[src/sv/eedt_ram.sv]
module eedt_ram #(
    parameter int WIDTH = 8,
    parameter int DEPTH = 256
) (
    input  logic                     aclk,
    input  logic                     we,
    input  logic [$clog2(DEPTH)-1:0] waddr,
    input  logic [WIDTH-1:0]         wdata,
    input  logic [$clog2(DEPTH)-1:0] raddr,
    output logic [WIDTH-1:0]         rdata
);

    logic [WIDTH-1:0] mem [DEPTH];
    logic [WIDTH-1:0] rdata_reg;

    always_ff @(posedge aclk) begin
        if (we) begin
            mem[waddr] <= wdata;
        end
        rdata_reg <= mem[raddr];
    end

    assign rdata = rdata_reg;

endmodule

[config.mk]
export PLATFORM = sky130hd
export DESIGN_NAME = eedt_ram
export DESIGN_NICKNAME = d
export VERILOG_FILES = /design/src/sv/eedt_ram.sv
export SDC_FILE = /design/constraint.sdc
export NUM_CORES = 2
export LEC_CHECK = 0
export BUFFER_PORTS_ARGS = -buffer_cell sky130_fd_sc_hd__buf_4
export CORE_UTILIZATION = 47
export CTS_BUF_LIST = sky130_fd_sc_hd__clkbuf_2 sky130_fd_sc_hd__clkbuf_4 sky130_fd_sc_hd__clkbuf_8
export DETAILED_ROUTE_END_ITERATION = 12
export GPL_TIMING_DRIVEN = 1
export PLACE_DENSITY = 0.65
export SETUP_SLACK_MARGIN = 0.4
export SLEW_MARGIN = 10
export SYNTH_ARGS = -nofsm -noshare
export SYNTH_HDL_FRONTEND = slang
export SYNTH_SLANG_ARGS = --single-unit
[constraint.sdc]
create_clock -name aclk -period 3.6 [get_ports aclk]
set_input_delay 0.72 -clock aclk [delete_from_list [all_inputs] [get_ports aclk]]
set_output_delay 0.72 -clock aclk [all_outputs]
set_load 0.02 [all_outputs]
### Word level (Yosys, flattened, before mapping)

Memory sizes are Yosys's and may differ from the RTL's. A register that Yosys moved wholly into a read port is not among the register bits.
Cells that the tools add are included.

* flip-flop bits (word level): 0
* bits in latches: 0
* bits in writable memories: 2048
* memory bits (read-only): 0
* bits of input ports: 26
* output and inout port bits: 8
* memories: 1

Memory list
* mem: words 256, bits a word 8, rd ports 1, clocked after Yosys merged registers in 1, write ports 1, RTL line 13 `logic [WIDTH-1:0] mem [DEPTH];`

* add/sub/neg operators: 0
* $mul: 0
* divide/modulo/power cells: 0
* $lt $le $gt $ge: 0
* eq/ne operators: 0
* shift-type cells: 0
* mux-type cells: 2
* bitwise gates (word level): 0
* reduce and logical (&&, ||, !) cells: 0

Operators with widths (count)
* $mux 1: 2

### Logic depth before layout (Yosys ltp)

* depth in word-level cells: 2
* mapped depth: 11
* mapped depth without buffers: 6

### Worst setup path after synthesis

No wires, ideal clock.

* kind: input to register
* from: input raddr[0]
* to: register rdata_reg[2], in the netlist rdata[2] (read register of mem)
* arrival time: 2.527 ns
* data required time: 3.469 ns
* path slack: 0.942 ns
* stages on the path: 9
* cell sequence: buf_6 -> buf_12 -> buf_8 -> buf_2 -> mux4_2 -> a22oi_1 -> a21oi_1 -> nor4_1 -> nor4_2

RTL lines
* start: declaration: RTL line 9 `input logic [$clog2(DEPTH)-1:0] raddr,`
* end: declaration: RTL line 14 `logic [WIDTH-1:0] rdata_reg;`

==> run_results.csv <==
group,metric,value,unit
status,status,"completed",
floorplan,io_pins,34,
synthesis,synth-seq-cells,2056,
layout,area_growth,15.4,%
routing,routed_via_density,5.98,
routing,drtPass1Iterations,6,
timing,max_freq,0.354,GHz
layout,finalNonFillerCells,6808,
synthesis,netlist.area_leader.share,0.773,
routing,vias,40723,
synthesis,netlist_area,79600,um^2
critical_path,crit_path_max_incr_delay,860,ps
clocking,postCtsResizedCells,0,
placement,gp_congestion,0.855,
timing,setup_violations,0,
worst_hold_path,hold_class,"in2reg",
routing,wl,197,mm
synthesis,yosysMostFrequentCell,"edfxtp_1",
global_routing,antenna_found_initial,6,
routing,route.met3.wl,18.1,mm
layout,layout-drive-gt1-share,0.325,
routing,wl_met1,81.1,mm
clocking,cts_setup_buffers,0,
job,max_cap_viol_count,0,
power_and_ir_drop,vdd.ir_drop.worst,0.446,mV
timing,max_slew_margin,0.249,
clocking,cts_buffers,337,
global_routing,grt_pass1_vias,41085,
critical_path,critPathMaxFanout,1,
routing,drcViolationCount,0,
layout,register_area,61700,um^2
clocking,cts_hold_buf,1,
critical_path,path_class,"reg2reg",
timing,rsz0062_at_grt,"false",
floorplan,die_h,413,um
synthesis,yosys-top-cells-count,"2,048 x edfxtp_1, 454 x mux4_2, 282 x nor2_1, 134 x mux2i_1, 133 x a22oi_1",
global_routing,grt_max_degree,140,
routing,dr.max_layer_used,"met5",
critical_path,cp-start-kind,"register",
timing,min_period,2830,ps
clocking,path_clk_slew,60,ps
synthesis,yosys_most_used_dff,"edfxtp_1",
global_routing,globalRouteTotalUtil,0.233,
synthesis,syn_area_per_cell,21.3,um^2
power_and_ir_drop,p_leak,29.5,nW
clocking,insertion_delay,1050,ps
synthesis,synth_edf_count,2048,
global_routing,grt_first_pass_wirelength,285,mm
routing,met2_length,92.5,mm
synthesis,synth_cell_types,55,
placement,dp.cells,6229,
routing,ant_nets,0,
synthesis,ys_top_cells_by_area,"edfxtp_1 77%, mux4_2 13%, mux2i_1 1.7%, nor2_1 1.3%, a22oi_1 1.3%",
floorplan,rows,150,
clocking,cts_max_level,5,
floorplan,core-area,168000,um^2
clocking,cts.sinks,2056,
timing,worstMarginPinSlew,1120,ps
timing,skew,83.2,ps
synthesis,yosysSeqAreaShare,0.775,
floorplan,die_w,413,um
floorplan,dieArea,171000,um^2
critical_path,cp-startpoint,"mem[128][1]",
critical_path,crit_path_cell_trace,"mux4_1 -> mux4_2 -> nor2_1 -> a2111oi_1 -> nor3_1 -> nor4_1",
layout,largest_reg_flops,2048,
synthesis,synth_nets,3759,
placement,portBuffers,33,
clocking,clockRootBuffer,"clkbuf_8",
synthesis,ys_warn_count,0,
routing,wl_per_cell,29.0,um
layout,post-route-util,0.548,
critical_path,required,4480,ps
critical_path,critPathSlowestCell,"nor3_1",
critical_path,crit_arrival,3710,ps
routing,drt_iter0_drc,4412,
layout,fillCellCount,12646,
critical_path,r2r_start,"mem[128][1]",
global_routing,grt-ovfl-total,0,
synthesis,yosysTopAreaCell,"edfxtp_1",
synthesis,synthCells,3733,
timing,period_share,0.786,
power_and_ir_drop,powerDensity,524,nW/um^2
placement,place_hpwl,125,mm
worst_hold_path,hold_start,"wdata[6]",
critical_path,cp-end-kind,"register",
layout,fin_nets,4391,
floorplan,start_util,0.475,
clocking,clk_path_buf_depth,4,
layout,multi_input_area,16500,um^2
synthesis,synth_async_sr_flop_share,0,
timing,hold_viol,0,
clocking,cts_tree,"done",
timing,final_max_slew_viol_count,0,
[worst max-delay path, delay by kind of cell (launching register included)]
kind | cells | cell delay [ps]
AND/OR/NAND/NOR | 3 | 1230
multiplexers | 2 | 1010
flip-flops | 1 | 360
AO/OA/AOI/OAI | 1 | 100
[kinds of logic (layout without fill, tap and decap cells)]
logic type	count (synthesis)	count (layout)	share of synthesized area
compound gates	385	385	0.0342
buf+inv	235	1102	0.0183
flops	2056	2056	0.775
mux	591	591	0.146
other cells	0	4	0
simple gates	466	466	0.0263
[path summary, 6_finish.rpt]
kind	to	slack [ps]	cells after the start
max	rdata[1]	770	6
min	mem[57][6]	130	1
max reg2reg	rdata[1]	770	6
min reg2reg	rdata[6]	1140	6
[per-layer routing]
layer  global-route usage  up-vias
met5                    0        -
met4               0.0722        8
met3               0.0503      316
met2                0.356     1997
met1                0.337    21402
li1                     -    17000
[per-stage QoR]
step                      area [um^2]  total power [W]  hold slack [ps]  TNS (ps)  setup WS [ps]
after global placement          85600           0.0295             1090     -1380           -398
after global routing            91800           0.0495             85.9         0            765
after floorplan                 79600           0.0282              770         0            942
after detailed placement        85600           0.0295             1120      -834           -215
after CTS                       91800           0.0484             43.0         0            782
final                           91800           0.0481              133         0            772
[layout by cell type, fill, tap and decap left out, drive strengths merged, types with 31 or more instances in the layout]
master / count
edfxtp: 2048
buf: 523
mux4: 456
clkbuf: 444
nor2: 282
mux2i: 134
a22oi: 133
clkinv: 121
a21oi: 96
o221ai: 47
nand3: 34
nand2: 33
nor2b: 31
[final cells by class]
class                           count  area share
Timing Repair Buffer              526      0.0509
Antenna cell                        4    0.000109
Sequential cell                  2056       0.672
Tap cell                         2204      0.0300
Inverter                            2   0.0000818
Clock buffer                      442      0.0595
Multi-Input combinational cell   1442       0.180
Clock inverter                    132     0.00772
[power by group]
part           switching [W]  total (W)  leakage, nW  internal, W
clock                0.00889     0.0191         3.28       0.0102
sequential         0.0000586     0.0265         18.5       0.0264
combinational        0.00158    0.00254         7.75     0.000958
Note: power is estimated with default switching activity, not from simulation.
