--- src/sv/eedt_pkg.sv ---
package eedt_pkg;

    localparam int MAX_HEIGHT = 256;
    localparam int MAX_WIDTH = 256;

    localparam int ROW_W = $clog2(MAX_HEIGHT);
    localparam int COL_W = $clog2(MAX_WIDTH);
    localparam int ADDR_W = ROW_W + COL_W;
    localparam int STORE_DEPTH = MAX_HEIGHT * MAX_WIDTH;

    localparam int CFG_W = 9;
    localparam int SQ_W = 17;
    localparam int FRAC_W = 8;
    localparam int F_W = $clog2((MAX_HEIGHT - 1) * (MAX_HEIGHT - 1)
                                + (MAX_WIDTH - 1) * (MAX_WIDTH - 1) + 1);
    localparam int XSQ_W = 2 * COL_W;

    localparam int MA_W = F_W + 1;
    localparam int MB_W = ((COL_W > ROW_W) ? COL_W : ROW_W) + 1;
    localparam int MP_W = MA_W + MB_W;

    localparam int SQRT_STEPS = (SQ_W + 2 * FRAC_W + 1) / 2;
    localparam int RAD_W = 2 * SQRT_STEPS;
    localparam int ROOT_W = SQRT_STEPS;
    localparam int REM_W = ROOT_W + 3;
    localparam int STEP_W = $clog2(SQRT_STEPS);

    typedef logic [ROW_W-1:0] row_t;
    typedef logic [COL_W-1:0] col_t;
    typedef logic [ROW_W:0] hcnt_t;
    typedef logic [COL_W:0] cnt_t;
    typedef logic [ROW_W+1:0] run_t;
    typedef logic [ADDR_W-1:0] addr_t;
    typedef logic [SQ_W-1:0] sq_t;
    typedef logic [F_W-1:0] f_t;
    typedef logic [XSQ_W-1:0] xsq_t;
    typedef logic signed [MA_W-1:0] ma_t;
    typedef logic signed [MB_W-1:0] mb_t;
    typedef logic signed [MP_W-1:0] mp_t;
    typedef logic [ROOT_W-1:0] root_t;
    typedef logic [REM_W-1:0] rem_t;
    typedef logic [RAD_W-1:0] rad_t;
    typedef logic [STEP_W-1:0] step_t;

    typedef struct packed {
        col_t pos;
        f_t f;
    } ent_t;

    localparam sq_t SQ_EMPTY = '1;

endpackage

--- src/sv/eedt_sqrt.sv ---
module eedt_sqrt (
    input  logic            aclk,
    input  logic            aresetn,
    input  logic            start,
    input  eedt_pkg::sq_t   sq,
    output logic            done,
    output eedt_pkg::root_t root
);

    logic            busy_reg, busy_next;
    logic            done_reg, done_next;
    eedt_pkg::step_t step_reg, step_next;
    eedt_pkg::rad_t  rad_reg, rad_next;
    eedt_pkg::rem_t  rem_reg, rem_next;
    eedt_pkg::root_t root_reg, root_next;

    eedt_pkg::rem_t  rem_sh;
    eedt_pkg::rem_t  trial;
    logic            round_up;

    always_comb begin
        busy_next = busy_reg;
        done_next = 1'b0;
        step_next = step_reg;
        rad_next = rad_reg;
        rem_next = rem_reg;
        root_next = root_reg;
        rem_sh = {rem_reg[eedt_pkg::REM_W-3:0], rad_reg[eedt_pkg::RAD_W-1 -: 2]};
        trial = eedt_pkg::rem_t'({root_reg, 2'b01});
        if (start) begin
            busy_next = 1'b1;
            step_next = '0;
            rad_next = eedt_pkg::rad_t'({sq, {(2 * eedt_pkg::FRAC_W){1'b0}}});
            rem_next = '0;
            root_next = '0;
        end else if (busy_reg) begin
            rad_next = {rad_reg[eedt_pkg::RAD_W-3:0], 2'b00};
            if (rem_sh >= trial) begin
                rem_next = rem_sh - trial;
                root_next = {root_reg[eedt_pkg::ROOT_W-2:0], 1'b1};
            end else begin
                rem_next = rem_sh;
                root_next = {root_reg[eedt_pkg::ROOT_W-2:0], 1'b0};
            end
            if (step_reg == eedt_pkg::step_t'(eedt_pkg::SQRT_STEPS - 1)) begin
                busy_next = 1'b0;
                done_next = 1'b1;
            end else begin
                step_next = step_reg + 1'b1;
            end
        end
    end

    always_ff @(posedge aclk) begin
        if (!aresetn) begin
            busy_reg <= 1'b0;
            done_reg <= 1'b0;
        end else begin
            busy_reg <= busy_next;
            done_reg <= done_next;
        end
    end

    always_ff @(posedge aclk) begin
        step_reg <= step_next;
        rad_reg <= rad_next;
        rem_reg <= rem_next;
        root_reg <= root_next;
    end

    assign round_up = (rem_reg > eedt_pkg::rem_t'(root_reg));
    assign done = done_reg;
    assign root = root_reg + {{(eedt_pkg::ROOT_W-1){1'b0}}, round_up};

endmodule

--- config.mk ---
export PLATFORM = sky130hd
export DESIGN_NAME = eedt_sqrt
export DESIGN_NICKNAME = d
export VERILOG_FILES = /design/src/sv/eedt_pkg.sv /design/src/sv/eedt_sqrt.sv
export SDC_FILE = /design/constraint.sdc
export NUM_CORES = 1
export LEC_CHECK = 0
export BUFFER_PORTS_ARGS = -buffer_cell sky130_fd_sc_hd__buf_2
export CORE_ASPECT_RATIO = 0.9
export CORE_MARGIN = 2
export CORE_UTILIZATION = 25
export CTS_BUF_LIST = sky130_fd_sc_hd__clkbuf_16
export CTS_CLUSTER_SIZE = 40
export DETAILED_ROUTE_END_ITERATION = 16
export GPL_TIMING_DRIVEN = 1
export PLACE_DENSITY = 0.39
export SETUP_SLACK_MARGIN = 0.05
export SLEW_MARGIN = 15
export SYNTH_ARGS = -nofsm -noshare
export SYNTH_HDL_FRONTEND = slang
export SYNTH_SLANG_ARGS = --single-unit
--- constraint.sdc ---
create_clock -name aclk -period 5.6 [get_ports aclk]
set_input_delay 0 -clock aclk [delete_from_list [all_inputs] [get_ports aclk]]
set_output_delay 0 -clock aclk [all_outputs]
set_load 0.05 [all_outputs]
# Word level (Yosys, flattened, before mapping)
# Cells that the tools add are included.
[op_classes] bitwise_logic=3 reduce_logical=3 muxes=8 n_addsub=3 n_lt_le_gt_ge=2 eq_ne=1
[op_table] op="two-way mux 33 bit" count=2
[op_table] op="greater-or-equal comparator 20 x 19 -> 1 bit" count=1
[op_table] op="greater-than comparator 20 x 17 -> 1 bit" count=1
[op_table] op="two-way mux 20 bit" count=1
[op_table] op="subtractor 20 x 19 -> 20 bit" count=1
[op_table] op="adder 17 x 1 -> 17 bit" count=1
[op_table] op="adder 5 x 1 -> 5 bit (second input constant)" count=1
[op_table] op="equality test 5 bit (second input constant)" count=1
[op_table] op="two-way mux 1 bit" count=5
[op_table] op="inverter 1 bit" count=3
[op_table] op="OR reduction 3 bit" count=1
[op_table] op="AND reduction 2 bit" count=1
[op_table] op="nonzero test 2 bit" count=1
[word_totals] register_bits=62 input_bits=20

# Logic depth before layout (Yosys ltp)
[depth] word_depth=4 depth_mapped=16 ltp_nobuf=15

# Worst setup path before layout
# No wires, ideal clock.
[synth_path] path_type="reg2out" from="register root_reg[10]" to="output port root[15]" path_stages_with_launch=16 path_buffers=1 arrival_ps=3498 required_time_ps=5600 setup_slack_ps=2102 cell_sequence="dfxtp_1 inv_1 ha_1 clkbuf_2 nand4_1 nor3_1 o21ai_0 a31oi_1 o211ai_1 nand3_1 ha_1 nand2_1 nor3_1 nand4_1 or3_1 xnor2_1"
[synth_between] elab_chain_cells=2
[synth_rtl] item="start, declared" line="eedt_sqrt.sv:15" source="eedt_pkg::root_t root_reg, root_next;"
[synth_rtl] item="start signal, assigned" line="eedt_sqrt.sv:68" source="root_reg <= root_next;"
[synth_rtl] item="greater-than comparator 20 x 17 -> 1 bit" line="eedt_sqrt.sv:71" source="assign round_up = (rem_reg > eedt_pkg::rem_t'(root_reg));"
[synth_rtl] item="adder 17 x 1 -> 17 bit *" line="eedt_sqrt.sv:73" source="assign root = root_reg + {{(eedt_pkg::ROOT_W-1){1'b0}}, round_up};"
[synth_rtl] item="end, declared" line="eedt_sqrt.sv:7" source="output eedt_pkg::root_t root"
# Every way passes the cells marked *; elsewhere a longest branch is shown, timed or not.

# Worst setup path in the final report
[layout_path] from="register root_reg[5]" to="output port root[16]"
# Same word-level chain as after synthesis.

==> run metrics <==
Starting Density=25.3%; internal power=0.00164 W; global-route wire length before repair=18400 um; final worst-path cycle share=74.5%; Syn Area/Cell=8.84 sq um; RePlAce Congestion=0.820; Reg2Reg Depth=9; most area-consuming cells after synthesis=dfxtp_1 (22%), edfxtp_1 (13%), ha_1 (7.4%); Hold Path Origin=start; clk root buf=clkbuf_16; clock edge transition at the registers on the reported setup and hold paths=0.06 ns; fin area=4870 sq um; Cells after Synth=457; setup bufs post-CTS=0; Distinct cells, synth=54; Vias=3445; total track usage=13.4%; Pre-antenna DRT Iters=4; Finished Layout Cells=715; post-synthesis sequential area ratio=34.9%; Final HPWL DP=8180 um; Synth top area share=22.3%; # H-tree levels=3; leakage power=1.99 nW; Total Power=0.00306 W; crit path kind=flop to primary output; total gr overflow=0; Synth Register Bits=62; cts-stage hold buffer count=18; hold depth=3; antenna cell count=0; Final min period=4.17 ns; Post-synth ARST share=0%; cell area after synthesis=4040 sq um; die width=138 um; Max Cap Viol=0; CTS sink cnt=62; R2R Path Start=root_reg[5]$_SDFFE_PP0P_; initial antenna violation count=0; num rows=44; Hold Worst Slack=0.225 ns; Synth area leader=dfxtp_1; FF-to-FF End=rem_reg[18]$_SDFFE_PP0P_; core box area=16000 sq um; switch share=46.6%; Area after DPL=4410 sq um; vias in the first global route=3414; io pins=38; port bufs=37; Worst Max-Slew Pin Slew=0.820 ns; Post-Syn Nets=501; worst reg2reg setup slack=2.30 ns; number of synthesized flops with an enable pin=17; CP Launch Type=flop; Post-synth top flop=dfxtp_1; critical path capture point type=primary output; number of CTS-inserted buffers=9; yosys synthesis warning count=0; CP required=5.60 ns; status=finished clean; die height=125 um; Max Root-Sink Buffers=2; die area=17200 sq um; Flop pwr share=19.7%; final wirelength=11100 um; skew final=0.00397 ns; maximum vdd drop=0.000322 V; final net count=547; max reg flops=20; final setup fails=0; final setup TNS=0 ns; Final Max Slew Viols=0; Final Hold Fails=0; Clock power frac=17.9%; Final ANT Viol Nets=0; DRC viols=0; Resize count post-CTS=0; clk_lat worst skew=0.34 ns; crit path DAT=4.17 ns; largest net degree at the start of global routing=52; Psw=0.00143 W; WL/cell=15.6 um; pwr/cell area=629 nW/um^2; synth cell count leaders=dfxtp_1 (45), nand2_1 (45), nor2_1 (43); Hold Crit Class=input pin to flop; critical path fanouts, max=12; initial drt markers=141; slew margin rel.=45.3%; # placed instances=681; routed vias/inst=4.82; Hold Crit Endpoint=root_reg[16]$_SDFFE_PP0P_; RSZ-0062 raised after global routing=false; Gate power share=62.4%; Peak Freq=240 MHz; CTS tree=yes; layout cells sized above 1=15.6%; area delta synth->final=20.5%
## layout by cell type, fill, tap and decap left out, types with 5 or more instances in the layout
cell,n
a21o_1,8
dlygate4sd3_1,18
a21oi_1,21
a211oi_1,6
nor3_1,10
o21ai_0,23
clkbuf_16,9
inv_1,29
ha_1,24
nor2b_1,5
nand4_1,10
mux2_2,15
nor2_1,43
buf_2,37
nand2_1,45
edfxtp_1,17
buf_4,6
mux2i_1,28
nand3_1,11
dfxtp_1,45
xnor2_1,27
xor2_1,10
## worst max-delay path, cell delays in order, from the launching register on
cell      delay [ns]
dfxtp_1         0.42
inv_1           0.10
ha_1            0.52
a21oi_1         0.22
o21ai_0         0.26
a21oi_1         0.11
a31oi_1         0.17
o211ai_1        0.10
nand3_1         0.12
ha_1            0.23
ha_1            0.20
nand3_1         0.14
nor4_1          0.21
buf_4           0.19
nand4_1         0.17
nor3_1          0.25
xnor2_1         0.14
buf_2           0.28
## power groups by stage
stage	clock network, W	logic [W]	registers, W
2_1_floorplan	0	0.00153	0.000588
4_1_cts	0.000568	0.00192	0.000605
3_3_place_gp	0	0.00191	0.000613
3_5_place_dp	0	0.00190	0.000615
5_1_grt	0.000585	0.00211	0.000616
6_report	0.000549	0.00191	0.000604
## cell type report
type / count / area, sq um
multi-input cells: 342 / 2400
flip-flops and latches: 62 / 1410
clock inverters: 7 / 58.8
clock buffers: 9 / 225
repair buffers: 61 / 410
well taps: 207 / 259
fillers: 1716 / 11100
inverters: 27 / 101
## per-stage QoR
step | util (%) | worst slack (ns)
2_1_floorplan | - | 2.10
3_3_place_gp | 27.6 | 1.86
3_5_place_dp | 27.6 | 1.82
4_1_cts | 30.5 | 1.42
5_1_grt | 30.5 | 0.940
6_report | 30.5 | 1.43
## metal layers
| layer | vias up | wire length [um] | global-route usage [%] | part of all wire, % |
|---|---|---|---|---|
| li1 | 1726 | - | - | - |
| met1 | 1654 | 5370 | 17.8 | 48 |
| met2 | 53 | 5180 | 21.3 | 47 |
| met3 | 12 | 468 | 4.08 | 4.2 |
| met4 | 0 | 116 | 3.24 | 1.0 |
| met5 | - | 0 | 0 | 0 |
## worst max-delay path by stage
stage / start / end / slack (ns) / depth (start not counted)
6_report: root_reg[5]$_SDFFE_PP0P_ / root[16] / 1.43 / 17
5_1_grt: root_reg[5]$_SDFFE_PP0P_ / root[14] / 0.94 / 17
4_1_cts: root_reg[5]$_SDFFE_PP0P_ / root[16] / 1.42 / 17
3_5_place_dp: root_reg[5]$_SDFFE_PP0P_ / root[16] / 1.82 / 17
3_3_place_gp: root_reg[7]$_SDFFE_PP0P_ / root[16] / 1.86 / 17
2_1_floorplan: root_reg[10]$_SDFFE_PP0P_ / root[15] / 2.10 / 15
## cells by family (layout without fill, tap and decap cells)
family / count (synthesis) / in the layout / synth area share, %
AOI/OAI and AO/OA: 97 / 97 / 16.6
adders and majority gates: 24 / 24 / 7.43
muxes: 43 / 43 / 11.1
buffers and inverters: 53 / 104 / 5.57
xor gates and xnor gates: 37 / 37 / 8.02
DFF: 62 / 62 / 34.9
and+or+nand+nor: 141 / 141 / 16.4
Power figures use the tool's default switching activity.
