--- src/sv/eedt_pkg.sv ---
package eedt_pkg;

    localparam int MAX_HEIGHT = 256;
    localparam int MAX_WIDTH = 256;

    localparam int ROW_W = $clog2(MAX_HEIGHT);
    localparam int COL_W = $clog2(MAX_WIDTH);
    localparam int ADDR_W = ROW_W + COL_W;
    localparam int STORE_DEPTH = MAX_HEIGHT * MAX_WIDTH;

    localparam int CFG_W = 9;
    localparam int SQ_W = 17;
    localparam int FRAC_W = 8;
    localparam int F_W = $clog2((MAX_HEIGHT - 1) * (MAX_HEIGHT - 1)
                                + (MAX_WIDTH - 1) * (MAX_WIDTH - 1) + 1);
    localparam int XSQ_W = 2 * COL_W;

    localparam int MA_W = F_W + 1;
    localparam int MB_W = ((COL_W > ROW_W) ? COL_W : ROW_W) + 1;
    localparam int MP_W = MA_W + MB_W;

    localparam int SQRT_STEPS = (SQ_W + 2 * FRAC_W + 1) / 2;
    localparam int RAD_W = 2 * SQRT_STEPS;
    localparam int ROOT_W = SQRT_STEPS;
    localparam int REM_W = ROOT_W + 3;
    localparam int STEP_W = $clog2(SQRT_STEPS);

    typedef logic [ROW_W-1:0] row_t;
    typedef logic [COL_W-1:0] col_t;
    typedef logic [ROW_W:0] hcnt_t;
    typedef logic [COL_W:0] cnt_t;
    typedef logic [ROW_W+1:0] run_t;
    typedef logic [ADDR_W-1:0] addr_t;
    typedef logic [SQ_W-1:0] sq_t;
    typedef logic [F_W-1:0] f_t;
    typedef logic [XSQ_W-1:0] xsq_t;
    typedef logic signed [MA_W-1:0] ma_t;
    typedef logic signed [MB_W-1:0] mb_t;
    typedef logic signed [MP_W-1:0] mp_t;
    typedef logic [ROOT_W-1:0] root_t;
    typedef logic [REM_W-1:0] rem_t;
    typedef logic [RAD_W-1:0] rad_t;
    typedef logic [STEP_W-1:0] step_t;

    typedef struct packed {
        col_t pos;
        f_t f;
    } ent_t;

    localparam sq_t SQ_EMPTY = '1;

endpackage

--- src/sv/eedt_mul.sv ---
module eedt_mul (
    input  logic           aclk,
    input  eedt_pkg::ma_t  a,
    input  eedt_pkg::mb_t  b,
    output eedt_pkg::mp_t  p
);

    eedt_pkg::mp_t prod_reg;
    eedt_pkg::mp_t prod_next;

    assign prod_next = eedt_pkg::mp_t'(a) * eedt_pkg::mp_t'(b);

    always_ff @(posedge aclk) begin
        prod_reg <= prod_next;
    end

    assign p = prod_reg;

endmodule

--- config.mk ---
export PLATFORM = sky130hd
export DESIGN_NAME = eedt_mul
export DESIGN_NICKNAME = d
export VERILOG_FILES = /design/src/sv/eedt_pkg.sv /design/src/sv/eedt_mul.sv
export SDC_FILE = /design/constraint.sdc
export NUM_CORES = 1
export LEC_CHECK = 0
export BUFFER_PORTS_ARGS = -buffer_cell sky130_fd_sc_hd__clkbuf_2
export CORE_ASPECT_RATIO = 1.5
export CORE_MARGIN = 2
export CORE_UTILIZATION = 56
export CTS_CLUSTER_DIAMETER = 80
export CTS_CLUSTER_SIZE = 40
export DETAILED_ROUTE_END_ITERATION = 8
export GPL_TIMING_DRIVEN = 0
export HOLD_SLACK_MARGIN = 0.08
export PLACE_DENSITY = 0.85
export SYNTH_ARGS = -nofsm -noshare
export SYNTH_HDL_FRONTEND = slang
export SYNTH_SLANG_ARGS = --single-unit
--- constraint.sdc ---
create_clock -name aclk -period 5.1 [get_ports aclk]
set_input_delay 0.765 -clock aclk [delete_from_list [all_inputs] [get_ports aclk]]
set_output_delay 0.765 -clock aclk [all_outputs]
set_load 0.05 [all_outputs]
* Yosys cells after proc, flatten, opt, wreduce, memory -nomap -nowiden
Cells that the tools add are included.
Word-level totals: register bits 27, bits of input ports 28, output and inout bits 27, logic and storage cells 2
Cells by class: $mul 1
Operators by type and width (count):
- 18-bit by 9-bit multiplier with 27-bit output | 1

* Depth between registers and ports, before layout
Gate-level depths: netlist of the first run.
word-level depth 1, depth in mapped cells 19, mapped depth without buffers 17

* Worst setup path before layout of the first run
OpenSTA, ideal clock, no wires.
kind input -> register, start input port b[0], end register prod_reg[21] (netlist: p[21]), library setup time 0.118 ns, data arrival time 5.248 ns, required time 4.982 ns, slack -0.267 ns, stages on the path 19, buffers on the path 2, cell sequence clkbuf_1 > clkbuf_1 > nand2_1 > fa_1 > inv_1 > fa_1 > ha_1 > inv_1 > fa_1 > inv_1 > ha_1 > ha_1 > fa_1 > a211oi_1 > o211ai_1 > nand2_1 > o21ai_1 > a311o_1 > xnor2_1
Between the ends: longest elaborated chain between the ends 1
Ends and longest elaborated chain:
- from (decl) | line eedt_mul.sv:4 | input eedt_pkg::mb_t b,
- 18-bit by 9-bit multiplier with 27-bit output | line eedt_mul.sv:11 | assign prod_next = eedt_pkg::mp_t'(a) * eedt_pkg::mp_t'(b);
- net prod_next[21] | line eedt_mul.sv:9 | eedt_pkg::mp_t prod_next;
- to (signal assigned) | line eedt_mul.sv:14 | prod_reg <= prod_next;
- to (decl) | line eedt_mul.sv:8 | eedt_pkg::mp_t prod_reg;
The timed path passes the listed nets, and every way through them passes these cells.

* Worst setup path in the final report of the first run
start input port b[8], end register prod_reg[21] (netlist: p[21])
Same word-level chain as after synthesis.

==> results of run 1 <==
==> through the flow <==
stage / cell area (um2) / setup WS, ns / hold slack [ns]
floorplan: 6040 / 0.00699 / 0.892
global placement: 6460 / -0.532 / 1.11
detailed placement: 6460 / -0.601 / 1.12
CTS: 6730 / 0.00519 / 0.811
global route: 6940 / -0.0710 / 0.771
finish: 6940 / 0.0239 / 0.765
==> layer usage <==
layer	vias to the layer above	share of wire (%)	wire length (um)	track usage, %
met5	-	0	0	0
met4	0	7.0	1060	14.3
met3	78	5.6	836	2.89
met2	219	56	8390	49.8
met1	2302	32	4770	28.6
li1	2017	-	-	-
==> cells by family (layout without fill, tap and decap cells) <==
family,Yosys count,in the layout,synth area share (%)
flip-flops,27,27,8.98
multiplexers,2,2,0.353
adder cells (fa/ha/maj),189,189,55.9
AO/OA/AOI/OAI,58,58,6.67
XOR/XNOR,24,24,3.62
AND/OR/NAND/NOR,204,204,17.7
buffers and inverters,109,166,6.82
==> cell type report <==
cell class	count	area, um2	area share, %
inverters	94	353	5.08
repair buffers	57	355	5.12
plain buffers	11	151	2.18
multi-input cells	477	5280	76.1
clock buffers	4	78.8	1.14
well taps	144	180	2.60
flip-flops and latches	27	541	7.79
==> synthesized netlist by cell type, types with 2 or more instances <==
master	number
sky130_fd_sc_hd__nand3_1	6
sky130_fd_sc_hd__a31oi_1	4
sky130_fd_sc_hd__inv_1	94
sky130_fd_sc_hd__nor2b_1	18
sky130_fd_sc_hd__and2_1	81
sky130_fd_sc_hd__nor2_1	6
sky130_fd_sc_hd__nand4_1	2
sky130_fd_sc_hd__o21bai_1	2
sky130_fd_sc_hd__clkbuf_1	14
sky130_fd_sc_hd__xnor2_1	15
sky130_fd_sc_hd__o2111ai_1	2
sky130_fd_sc_hd__a21oi_1	12
sky130_fd_sc_hd__a21o_1	4
sky130_fd_sc_hd__fa_1	133
sky130_fd_sc_hd__a211oi_1	4
sky130_fd_sc_hd__dfxtp_1	27
sky130_fd_sc_hd__ha_1	56
sky130_fd_sc_hd__nand2_1	78
sky130_fd_sc_hd__o21ai_0	11
sky130_fd_sc_hd__xor2_1	8
sky130_fd_sc_hd__o211ai_1	3
sky130_fd_sc_hd__nor3_1	5
sky130_fd_sc_hd__o21a_1	4
sky130_fd_sc_hd__or3_1	2
==> worst min path at each step <==
stage | slack, ns | from | endpoint | cells after the start
finish | 0.76 | b[0] | p[0]$_DFF_P_ | 2
global route | 0.77 | b[0] | p[0]$_DFF_P_ | 2
CTS | 0.81 | b[0] | p[0]$_DFF_P_ | 2
detailed placement | 1.12 | a[0] | p[0]$_DFF_P_ | 2
global placement | 1.11 | a[0] | p[0]$_DFF_P_ | 2
floorplan | 0.89 | a[0] | p[0]$_DFF_P_ | 1
==> repair_timing <==
item,4_1_cts,5_1_grt
gates cloned,0,2
setup endpoints to repair,12,11
hold buffers,0,0
gates resized for setup,42,55
buffers inserted,2,4
pin swaps,7,18
==> flow_results.org, run 1 <==
** STA
- Number of hold violations in the final report :: 0
- The number of pins exceeding their max-slew limit in the final report is 0.
- Setup violations remaining at the end of the flow were counted as 0.
- Final clock period utilization by the worst path :: between 90% and 100%
- Slew Limit Headroom :: 74.6%
- Period minus WS final :: between 5 and 6 ns
- Post-Route Setup TNS :: 0 ns
- For the pin with the worst max-slew slack, the measured transition is between 0.3 and 0.4 ns.
- Derived from the worst setup path, the maximum achievable clock frequency is between 0.15 and 0.2 GHz.

** Finish
- Final standard cell utilization of the core :: around 66%
- Area delta synth->final :: 15.4%
- Largest register FFs :: 27
- The repair_antennas step left the layout with diodes totalling 0.
- Most frequent cells in the layout :: sky130_fd_sc_hd__fa_1 (128), sky130_fd_sc_hd__inv_1 (94), sky130_fd_sc_hd__and2_1 (81)
- Counting the fill cells in the layout gives a little under 800.
- The count of cells in the finished layout, fillers not included, comes to 814.
- After the last flow step, the layout net total stands at roughly 890.
- Leaving out fill and tap cells, the most frequent cell in the layout is sky130_fd_sc_hd__fa_1.
- The post-route netlist has ~16% of its cells at a drive strength greater than 1.

** Clock network
- TritonCTS built the clock tree.
- CTS buffer count :: 3
- The clock net in this run drives a total of 27 sinks.
- After clock tree synthesis, the clock-pin slew on the worst setup and hold paths is 0.07 ns.
- The clock passes through at most 2 buffers.
- Clock Tree Root :: sky130_fd_sc_hd__clkbuf_16
- In this run the number of H-tree levels came out at 1.

** Worst setup path
- Worst-path maximum fanout :: 10
- STA classifies the critical path endpoint as a flop.
- The slowest stage of the critical path belongs to the cell sky130_fd_sc_hd__fa_1.
- Broken down by cell family, the worst path's largest delay share belongs to adder cells.
- For the worst setup path, the data required time is roughly 5.3 ns.
- Critical-path cell list :: clkbuf_4 -> buf_4 -> nor2b_1 -> fa_1 -> fa_1 -> fa_1 -> fa_1 -> ha_1 -> ha_1 -> nand4_1 -> inv_1 -> a221oi_4 -> o21ai_4 -> a311o_1 -> xnor2_1
- Data on the critical path arrives at its endpoint at between 5 and 6 ns.
- Beginning of the critical path :: b[8]
- The worst setup path is launched from an input pin.
- Setup Crit Path Kind :: in -> reg
- Counting both buffers and inverters, the worst setup path holds a total of 3.
- Counting buffers and inverters, the worst setup path is 15 cells deep.
- Maximum cell stage delay along the critical path :: roughly 0.55 ns
- Among the stages of the critical path, the cell type that occurs most often is sky130_fd_sc_hd__fa_1.
- In this run the worst setup path terminates at p[21]$_DFF_P_.

** Global route
- Initial antenna violation count :: 0
- Total routing usage reported by global routing :: a little over a quarter
- Maximum number of pins on one net before global-route repair :: 15
- The number of global-route vias before repair was between 5k and 6k.
- Global-route wire length before repair :: about 24,000 um
- Summed over all layers, the global routing overflow is 0.

** Die
- Row cnt :: 46
- Core ar. :: approximately 11,000 um2
- Measured along the x axis, the die boundary spans between 80 and 90 um.
- Num ports :: 55
- Die outline height :: ~130 um
- Effective utilization at floorplan :: approximately 57%
- Total die area :: approximately 12,000 um2

** Synth
- Synthesis inferred 27 register bits.
- In this run, synthesis inferred 0 flip-flops with an integrated enable.
- By area the synthesized netlist is led by sky130_fd_sc_hd__fa_1 (44%), sky130_fd_sc_hd__ha_1 (12%), sky130_fd_sc_hd__dfxtp_1 (9.0%).
- Top_reg_cell synth :: sky130_fd_sc_hd__dfxtp_1
- The number of different library cells used by synthesis comes to 46.
- Synthesis produced 613 cells.
- Share of flip-flops with an asynchronous set or reset :: 0%
- For this run, the register share of the synthesized area comes to 8.98%.
- Post-Synthesis Net Count :: 830
- Area share of the largest cell type after synthesis :: between 40% and 50%
- Of all cell types, the one taking the most synthesized area is sky130_fd_sc_hd__fa_1.
- The cell area that synthesis handed to floorplanning was about 6000 um2.
- Total of warnings raised by yosys :: 0
- The average instance in the mapped netlist occupies 9.82 um2.

** Placed design
- Final Wtd Congestion :: roughly 0.94
- Estimated wirelength of the detail-placed design :: between 10,000 and 15,000 um
- Once placement completed, the tool counted placed cells totaling between 800 and 900.
- During placement, the flow inserted port buffers numbering 49.

** Detailed routing
- Residual DRC :: 0
- In this run, the number of DRC markers left after iteration 0 of detailed routing was between 300 and 400.
- Number of nets with antenna violations after detailed routing :: 0
- Using the TritonRoute via totals, the vias-per-cell ratio works out to between 5 and 6.
- The first TritonRoute pass finished after 4 iterations.
- Summing over every cut layer, the via total after detailed routing is ~4.6k.
- Post-DR wirelength/cell :: about 18 um
- Detailed-route wire length :: ~15,000 um

** Job
- Max cap viols :: 0

** Min path
- The path class of the tightest hold or removal check is in -> reg.

** Run status
- The flow ran to the end, and the final reports show no timing, DRC or antenna violations.
Power of run 1 is not shown: default switching activity piles up to over one toggle a cycle in this logic, so the estimate is an artifact.
==> run 2, diff against run 1 <==
--- a/config.mk
+++ b/config.mk
@@ -6,9 +6,11 @@
 export NUM_CORES = 1
 export LEC_CHECK = 0
 export BUFFER_PORTS_ARGS = -buffer_cell sky130_fd_sc_hd__clkbuf_2
+export CELL_PAD_IN_SITES_DETAIL_PLACEMENT = 0
+export CELL_PAD_IN_SITES_GLOBAL_PLACEMENT = 1
 export CORE_ASPECT_RATIO = 1.5
 export CORE_MARGIN = 2
-export CORE_UTILIZATION = 56
+export CORE_UTILIZATION = 44
 export CTS_CLUSTER_DIAMETER = 80
 export CTS_CLUSTER_SIZE = 40
 export DETAILED_ROUTE_END_ITERATION = 8
==> run 2 against run 1 <==
Cell count up 2.6%. Core utilization is 14 points lower. Flip-flop and latch count unchanged. Setup slack improved by 0.077 ns. Critical path type unchanged. Via count down 2.8%. Hold slack better by 0.031 ns. Global-route usage shrank 7.0 points. Fmax grew 1.5%. Non-clock buffer count rose by 3.
==> flow_results.org, run 2 (same netlist as run 1, synthesis figures left out) <==
** Run status
- Status: finished, final reports clean (unchanged).

** Die
- The boundary pin count was 55 (unchanged).
- Effective utilization at floorplan :: 44.9% (was 57.1%)
- Die outline height :: 147 um (was 131 um)
- Row cnt :: 52 (was 46)
- The area of the die came to 14,600 um2 (was 11,600 um2).
- Core ar. :: 13,400 um2 (was 10,500 um2)
- Horizontal extent of the die :: 99.5 um (was 88.6 um)

** Clock network
- The clock net sink count came to 27 (unchanged).
- CTS Buffer Depth :: 2 (unchanged)
- The post-CTS clock slew at the launch and capture registers of the worst setup and hold paths was 0.07 ns (about the same).
- Clock Tree Root :: sky130_fd_sc_hd__clkbuf_16 (unchanged)
- TritonCTS clock tree :: done (unchanged)
- The number of H-tree levels was 1 (unchanged).
- Hold_buf cts :: 0 (unchanged)
- The total CTS buffers is 3 (unchanged).

** Min path
- The class of the worst hold path is in -> reg (unchanged).
- Hold wc startpoint :: b[0] (unchanged)
- The number of cells on the worst hold path is 2 (unchanged).
- The worst hold endpoint is p[0]$_DFF_P_ (unchanged).

** Global route
- Initial antenna violation count :: 0 (unchanged)
- The number of global-route vias before repair was 4,835 (was 5,030).
- Total routing usage reported by global routing :: 19.7% (was 26.6%)
- The wire length of the first global-routing pass is 22,700 um (was 23,500 um).
- Maximum number of pins on one net before global-route repair :: 19 (was 15)
- Total congestion overflow after global routing :: 0 (unchanged)

** STA
- Final setup margin :: 0.101 ns (was 0.0239 ns)
- Slew Limit Fails :: 0 (unchanged)
- The pin slew with the least headroom to its limit is 0.347 ns (was 0.379 ns).
- Final clock period utilization by the worst path :: 98.0% (was 99.5%)
- The headroom to the max-slew limit was 76.6% (was 74.6%).
- The maximum achievable frequency is 0.200 GHz (was 0.197 GHz).
- Period minus WS final :: 5.00 ns (was 5.08 ns)
- The final number of hold-violating endpoints came to 0 (unchanged).
- The number of failing setup endpoints in the final timing report came to 0 (unchanged).

** Detailed routing
- Number of nets with antenna violations after detailed routing :: 0 (unchanged)
- Detailed-route wire length :: 14,300 um (was 15,100 um)
- The mean number of vias per cell is 5.37 (was 5.67).
- The vias after detailed routing was 4,488 (was 4,616).
- Residual DRC :: 0 (unchanged)
- The count of routing violations after the opening detailed-route iteration came to 188 (was 328).
- Post-DR wirelength/cell :: 17.1 um (was 18.5 um)
- The iteration count of the initial detailed-routing pass was 4 (unchanged).

** Worst setup path
- The largest fanout on the critical path is 10 (unchanged).
- The launching element type of the critical path is an input pin (unchanged).
- CP Capture Type :: flop (unchanged)
- The most common cell type on the critical path is sky130_fd_sc_hd__fa_1 (unchanged).
- Maximum cell stage delay along the critical path :: 0.63 ns (was 0.55 ns)
- The critical path class was in -> reg (unchanged).
- The worst path required time is 5.26 ns (was 5.28 ns).
- The slowest library cell on the worst path is sky130_fd_sc_hd__fa_1 (unchanged).
- Critical-path cell list: clkbuf_4 -> buf_6 -> nor2b_1 -> fa_1 -> fa_1 -> fa_1 -> fa_1 -> ha_1 -> ha_2 -> nand4_1 -> inv_1 -> a221oi_2 -> o21ai_2 -> a311o_1 -> xnor2_1 (was clkbuf_4 -> buf_4 -> nor2b_1 -> fa_1 -> fa_1 -> fa_1 -> fa_1 -> ha_1 -> ha_1 -> nand4_1 -> inv_1 -> a221oi_4 -> o21ai_4 -> a311o_1 -> xnor2_1).
- Signal arrival time at the worst endpoint :: 5.15 ns (was 5.26 ns)

** Placed design
- The setup slack at placement was -0.645 ns (was -0.601 ns).
- Dpl cell area :: 6490 um2 (was 6460 um2)
- Final Wtd Congestion :: 0.908 (was 0.939)
- Estimated wirelength of the detail-placed design :: 11,900 um (was 12,000 um)
- The number of buffers inserted by port buffering is 49 (unchanged).

** Finish
- Most frequent cells in the layout: sky130_fd_sc_hd__fa_1 (128), sky130_fd_sc_hd__inv_1 (94), sky130_fd_sc_hd__and2_1 (81) (unchanged).
- Antenna diodes :: 0 (unchanged)
- Fraction of layout cells with a size suffix above 1 :: 15.8% (was 16.4%)
- Final instance area :: 6910 um2 (was 6940 um2)
- Most frequent standard cell in the layout excluding fill and tap cells :: sky130_fd_sc_hd__fa_1 (unchanged)
- The storage element area came to 541 um2 (unchanged).
- The flip-flop count of the largest register after layout is 27 (unchanged).
- Number of nets in the finished design :: 891 (was 888)
- The area added between synthesis and finish came to 14.8% (was 15.4%).
- The fraction of the core area covered by cells at the end of the flow is 51.5% (was 65.9%).
- FILL cells :: 1,232 (was 787)
- The multi-input gate area in the final layout is 5200 um2 (was 5280 um2).

** Job
- The max-capacitance violation count is 0 (unchanged).
-- run 2: cell types whose count changed in the layout (fill, tap and decap cells not counted), sizes merged --
| cell | before | now |
|---|---|---|
| buf | 18 | 24 |
| clkbuf | 54 | 51 |
-- run 2: worst max-delay path by stage --
| stage | startpoint | cells past startpoint | slack, ns | end |
|---|---|---|---|---|
| after floorplan | b[0] | 18 | 0.007 | p[21]$_DFF_P_ |
| after global placement | b[4] | 16 | -0.58 | p[22]$_DFF_P_ |
| after detailed placement | b[3] | 16 | -0.65 | p[22]$_DFF_P_ |
| after CTS | b[1] | 17 | -0.05 | p[21]$_DFF_P_ |
| after global routing | b[0] | 18 | -0.03 | p[23]$_DFF_P_ |
| final | b[8] | 15 | 0.10 | p[21]$_DFF_P_ |
-- run 2: cell type report --
type                       instances  share of cell area, %
buffer                            13                   2.32
inverter                          94                   5.11
tap                              162                   2.94
sequential                        27                   7.83
multi-input combinational        477                   75.4
timing repair buffer              58                   5.31
clock buffer                       4                   1.14
-- run 2: critical path: cells and delay by family --
family	cells	cell delay [ns]
AO/OA/AOI/OAI	3	0.79
XOR/XNOR	1	0.13
adder cells (fa/ha/maj)	6	2.62
buffers and inverters	3	0.46
AND/OR/NAND/NOR	2	0.36
-- run 2: what timing repair did --
action | 4_1_cts | 5_1_grt
buffers inserted | 1 | 7
pin swaps | 4 | 20
gates resized for setup | 34 | 52
endpoints found under the setup margin | 12 | 12
gates cloned | 0 | 1
-- run 2: layer usage --
| layer | part of all wire [%] | track usage (%) | vias to the layer above |
|---|---|---|---|
| met3 | 4.5 | 2.38 | 39 |
| met1 | 35 | 22.0 | 2290 |
| met5 | 0 | 0 | - |
| met4 | 4.1 | 6.92 | 0 |
| li1 | - | - | 2022 |
| met2 | 57 | 37.6 | 137 |
-- run 2: through the flow --
stage	hold WS (ns)	setup TNS [ns]	std cells
after detailed placement	1.11	-6.27	824
after global routing	0.808	-0.0532	835
final	0.796	0	835
after global placement	1.12	-5.42	824
after CTS	0.810	-0.0781	828
after floorplan	0.892	0	613
Power of run 2 is left out for the same reason.
==> run 3, diff against run 2 <==
--- a/config.mk
+++ b/config.mk
@@ -8,15 +8,16 @@
 export BUFFER_PORTS_ARGS = -buffer_cell sky130_fd_sc_hd__clkbuf_2
 export CELL_PAD_IN_SITES_DETAIL_PLACEMENT = 0
 export CELL_PAD_IN_SITES_GLOBAL_PLACEMENT = 1
-export CORE_ASPECT_RATIO = 1.5
+export CORE_ASPECT_RATIO = 1.75
 export CORE_MARGIN = 2
-export CORE_UTILIZATION = 44
+export CORE_UTILIZATION = 53
 export CTS_CLUSTER_DIAMETER = 80
 export CTS_CLUSTER_SIZE = 40
 export DETAILED_ROUTE_END_ITERATION = 8
+export GPL_ROUTABILITY_DRIVEN = 0
 export GPL_TIMING_DRIVEN = 0
 export HOLD_SLACK_MARGIN = 0.08
-export PLACE_DENSITY = 0.85
+export PLACE_DENSITY = 0.95
 export SYNTH_ARGS = -nofsm -noshare
 export SYNTH_HDL_FRONTEND = slang
 export SYNTH_SLANG_ARGS = --single-unit
==> constraint.sdc (replaced) <==
create_clock -name aclk -period 5.9 [get_ports aclk]
set_input_delay 0.885 -clock aclk [delete_from_list [all_inputs] [get_ports aclk]]
set_output_delay 0.885 -clock aclk [all_outputs]
set_load 0.05 [all_outputs]
==> run 3 against run 2 <==
First-iteration DRC count down 11%. Sequential share of layout area up 0.47 points. Via count up 0.89%. Routed wire length down 1.4%. Non-clock buffer count down 7. Cell area down 5.6%. Core utilization up 7.2 points. Hold slack better by 0.19 ns. Die area down 16%. Flip-flop and latch count unchanged. Cell count down 4.4%. Setup slack better by 0.090 ns.
==> flow_results.org, run 3 (same netlist as run 1, synthesis figures left out) <==
** Run status
- Status :: finished, final reports clean (unchanged)

** Finish
- The antenna cell count is 0 (unchanged).
- Number of nets in the finished design :: 884 (was 891)
- The commonest non-fill, non-tap cell in the layout is sky130_fd_sc_hd__fa_1 (unchanged).
- Most frequent cells in the layout: sky130_fd_sc_hd__fa_1 (133), sky130_fd_sc_hd__inv_1 (94), sky130_fd_sc_hd__and2_1 (81) (was sky130_fd_sc_hd__fa_1 (128), sky130_fd_sc_hd__inv_1 (94), sky130_fd_sc_hd__and2_1 (81)).
- The flip-flop count of the largest register after layout is 27 (unchanged).
- The area added between synthesis and finish is 8.30% (was 14.8%).
- The final standard cell area without fillers was 6520 um2 (was 6910 um2).
- The fraction of layout instances using a drive strength above 1 came to 10.4% (was 15.8%).

** Detailed routing
- The iteration count of the initial detailed-routing pass was 5 (was 4).
- The residual DRC count is 0 (unchanged).
- The number of nets with antenna violations after detailed routing was 0 (unchanged).
- Post-DR wirelength/cell :: 17.6 um (was 17.1 um)
- The detailed-route wire length is 14,100 um (was 14,300 um).
- Per-cell via count in the routed design :: 5.67 (was 5.37)
- The count of routing violations after the opening detailed-route iteration came to 167 (was 188).
- The vias after detailed routing is 4,528 (was 4,488).

** STA
- Dividing the final minimum period by the clock period gives approximately 97%.
- The pin slew with the least headroom to its limit was 0.535 ns (was 0.347 ns).
- Number of hold violations in the final report :: 0 (unchanged)
- The number of failing setup endpoints in the final timing report is 0 (unchanged).
- Period minus WS final :: roughly 5.7 ns
- Maximum clock rate :: around 0.18 GHz
- Post-Route Setup TNS :: 0 ns (unchanged)
- The number of pins exceeding their max-slew limit in the final report is 0 (unchanged).
- Slew Limit Headroom :: 64.4% (was 76.6%)
- The worst setup margin was 0.191 ns (was 0.101 ns).
- Setup repair after global routing left no endpoint under its margin.

** Die
- The horizontal die dimension came to 84.5 um (was 99.5 um).
- The initial cell density of the core came to 54.2% (was 44.9%).
- The boundary pin count was 55 (unchanged).
- The core area is 11,100 um2 (was 13,400 um2).
- Row cnt :: 51 (was 52)
- Die outline height :: 145 um (was 147 um)
- Total die area :: 12,300 um2 (was 14,600 um2)

** Worst setup path
- The critical path data arrival time is 5.84 ns (was 5.15 ns).
- Cell with the most instances on the worst path :: sky130_fd_sc_hd__fa_1 (unchanged)
- The critical path class is in -> reg (unchanged).
- Critical path buffer and inverter count :: 5 (was 3)
- The largest fanout on the critical path came to 10 (unchanged).
- Gate family responsible for the most delay along the worst path :: adder cells (unchanged)
- Beginning of the critical path :: b[0] (was b[8])
- The worst path required time is 6.03 ns (was 5.26 ns).
- CP Capture Type :: flop (unchanged)
- Worst setup SP type :: input pin (unchanged)
- Critical-path cell list :: clkbuf_2 -> clkbuf_2 -> nand2_1 -> fa_1 -> inv_1 -> fa_1 -> inv_1 -> fa_1 -> inv_1 -> fa_1 -> fa_1 -> ha_1 -> a2111oi_2 -> a211oi_1 -> nand3_1 -> a21boi_1 -> mux2i_1 -> o2111ai_1 (was clkbuf_4 -> buf_6 -> nor2b_1 -> fa_1 -> fa_1 -> fa_1 -> fa_1 -> ha_1 -> ha_2 -> nand4_1 -> inv_1 -> a221oi_2 -> o21ai_2 -> a311o_1 -> xnor2_1)
- CP max-delay cell :: sky130_fd_sc_hd__fa_1 (unchanged)
- The delay contributed by the slowest stage of the critical path came to 0.54 ns (was 0.63 ns).

** Clock network
- Clock slew at the register clock pins of the worst setup and hold paths :: 0.07 ns (about the same)
- The largest buffer count on any clock path is 2 (unchanged).
- Clock tree sinks :: 27 (unchanged)
- The hold buffer count at CTS came to 0 (unchanged).
- The post-CTS setup buffer count was 0 (was 1).
- The clock tree from TritonCTS is done (unchanged).
- H-tree depth :: 1 (unchanged)
- Clock Tree Root :: sky130_fd_sc_hd__clkbuf_16 (unchanged)
- The total of cells resized after clock tree synthesis was 3 (was 34).
- The total CTS buffers was 3 (unchanged).

** Global route
- Total congestion overflow after global routing :: 0 (unchanged)
- The wire length of the first global-routing pass was 23,000 um (was 22,700 um).
- Initial antenna violation count :: 0 (unchanged)
- Maximum number of pins on one net before global-route repair :: 15 (was 19)
- Total routing usage reported by global routing :: 23.7% (was 19.7%)
- Number of global-route vias before repair :: 5,023 (was 4,835)

** Placed design
- Buffers added on ports :: 49 (unchanged)
- Pre-CTS WS :: -0.455 ns (was -0.645 ns)
- The post-DP HPWL is 12,000 um (was 11,900 um).
- The area after detailed placement is 6430 um2 (was 6490 um2).

** Min path
- The class of the worst hold path was in -> reg (unchanged).
- Hold wc startpoint :: a[0] (was b[0])
- Worst min-delay path endpoint :: p[0]$_DFF_P_ (unchanged)
- The number of cells on the worst hold path came to 2 (unchanged).

** Job
- The max-capacitance violation count came to 0 (unchanged).
-- run 3: layer usage --
metal  wire length [um]  global-route usage [%]  up-vias
met4                876                    13.5        0
met2               8070                    45.1      149
li1                   -                       -     2015
met1               4600                    24.1     2311
met3                530                    2.84       53
met5                  0                       0        -
-- run 3: worst max path at each step --
stage                         end  slack, ns  cells past startpoint
finish              p[22]$_DFF_P_       0.19                     18
global route        p[22]$_DFF_P_       0.01                     16
CTS                 p[21]$_DFF_P_       0.02                     19
detailed placement  p[22]$_DFF_P_      -0.46                     18
global placement    p[21]$_DFF_P_      -0.41                     19
floorplan           p[21]$_DFF_P_       0.41                     19
-- run 3: through the flow --
step                hold slack [ns]  util, %  cells
finish                        0.988     58.7    798
global route                   1.00     58.7    798
CTS                           0.980     58.6    798
detailed placement             1.25     57.9    794
global placement               1.24     57.9    794
floorplan                      1.01        -    613
-- run 3: layout make-up --
class | count | area (um2)
Sequential cell | 27 | 541
Clock buffer | 4 | 78.8
Multi-Input combinational cell | 477 | 5070
Timing Repair Buffer | 49 | 245
Inverter | 94 | 353
Buffer | 15 | 67.6
Tap cell | 132 | 165
Fill cell | 978 | 4590
Power of run 3 is left out for the same reason.
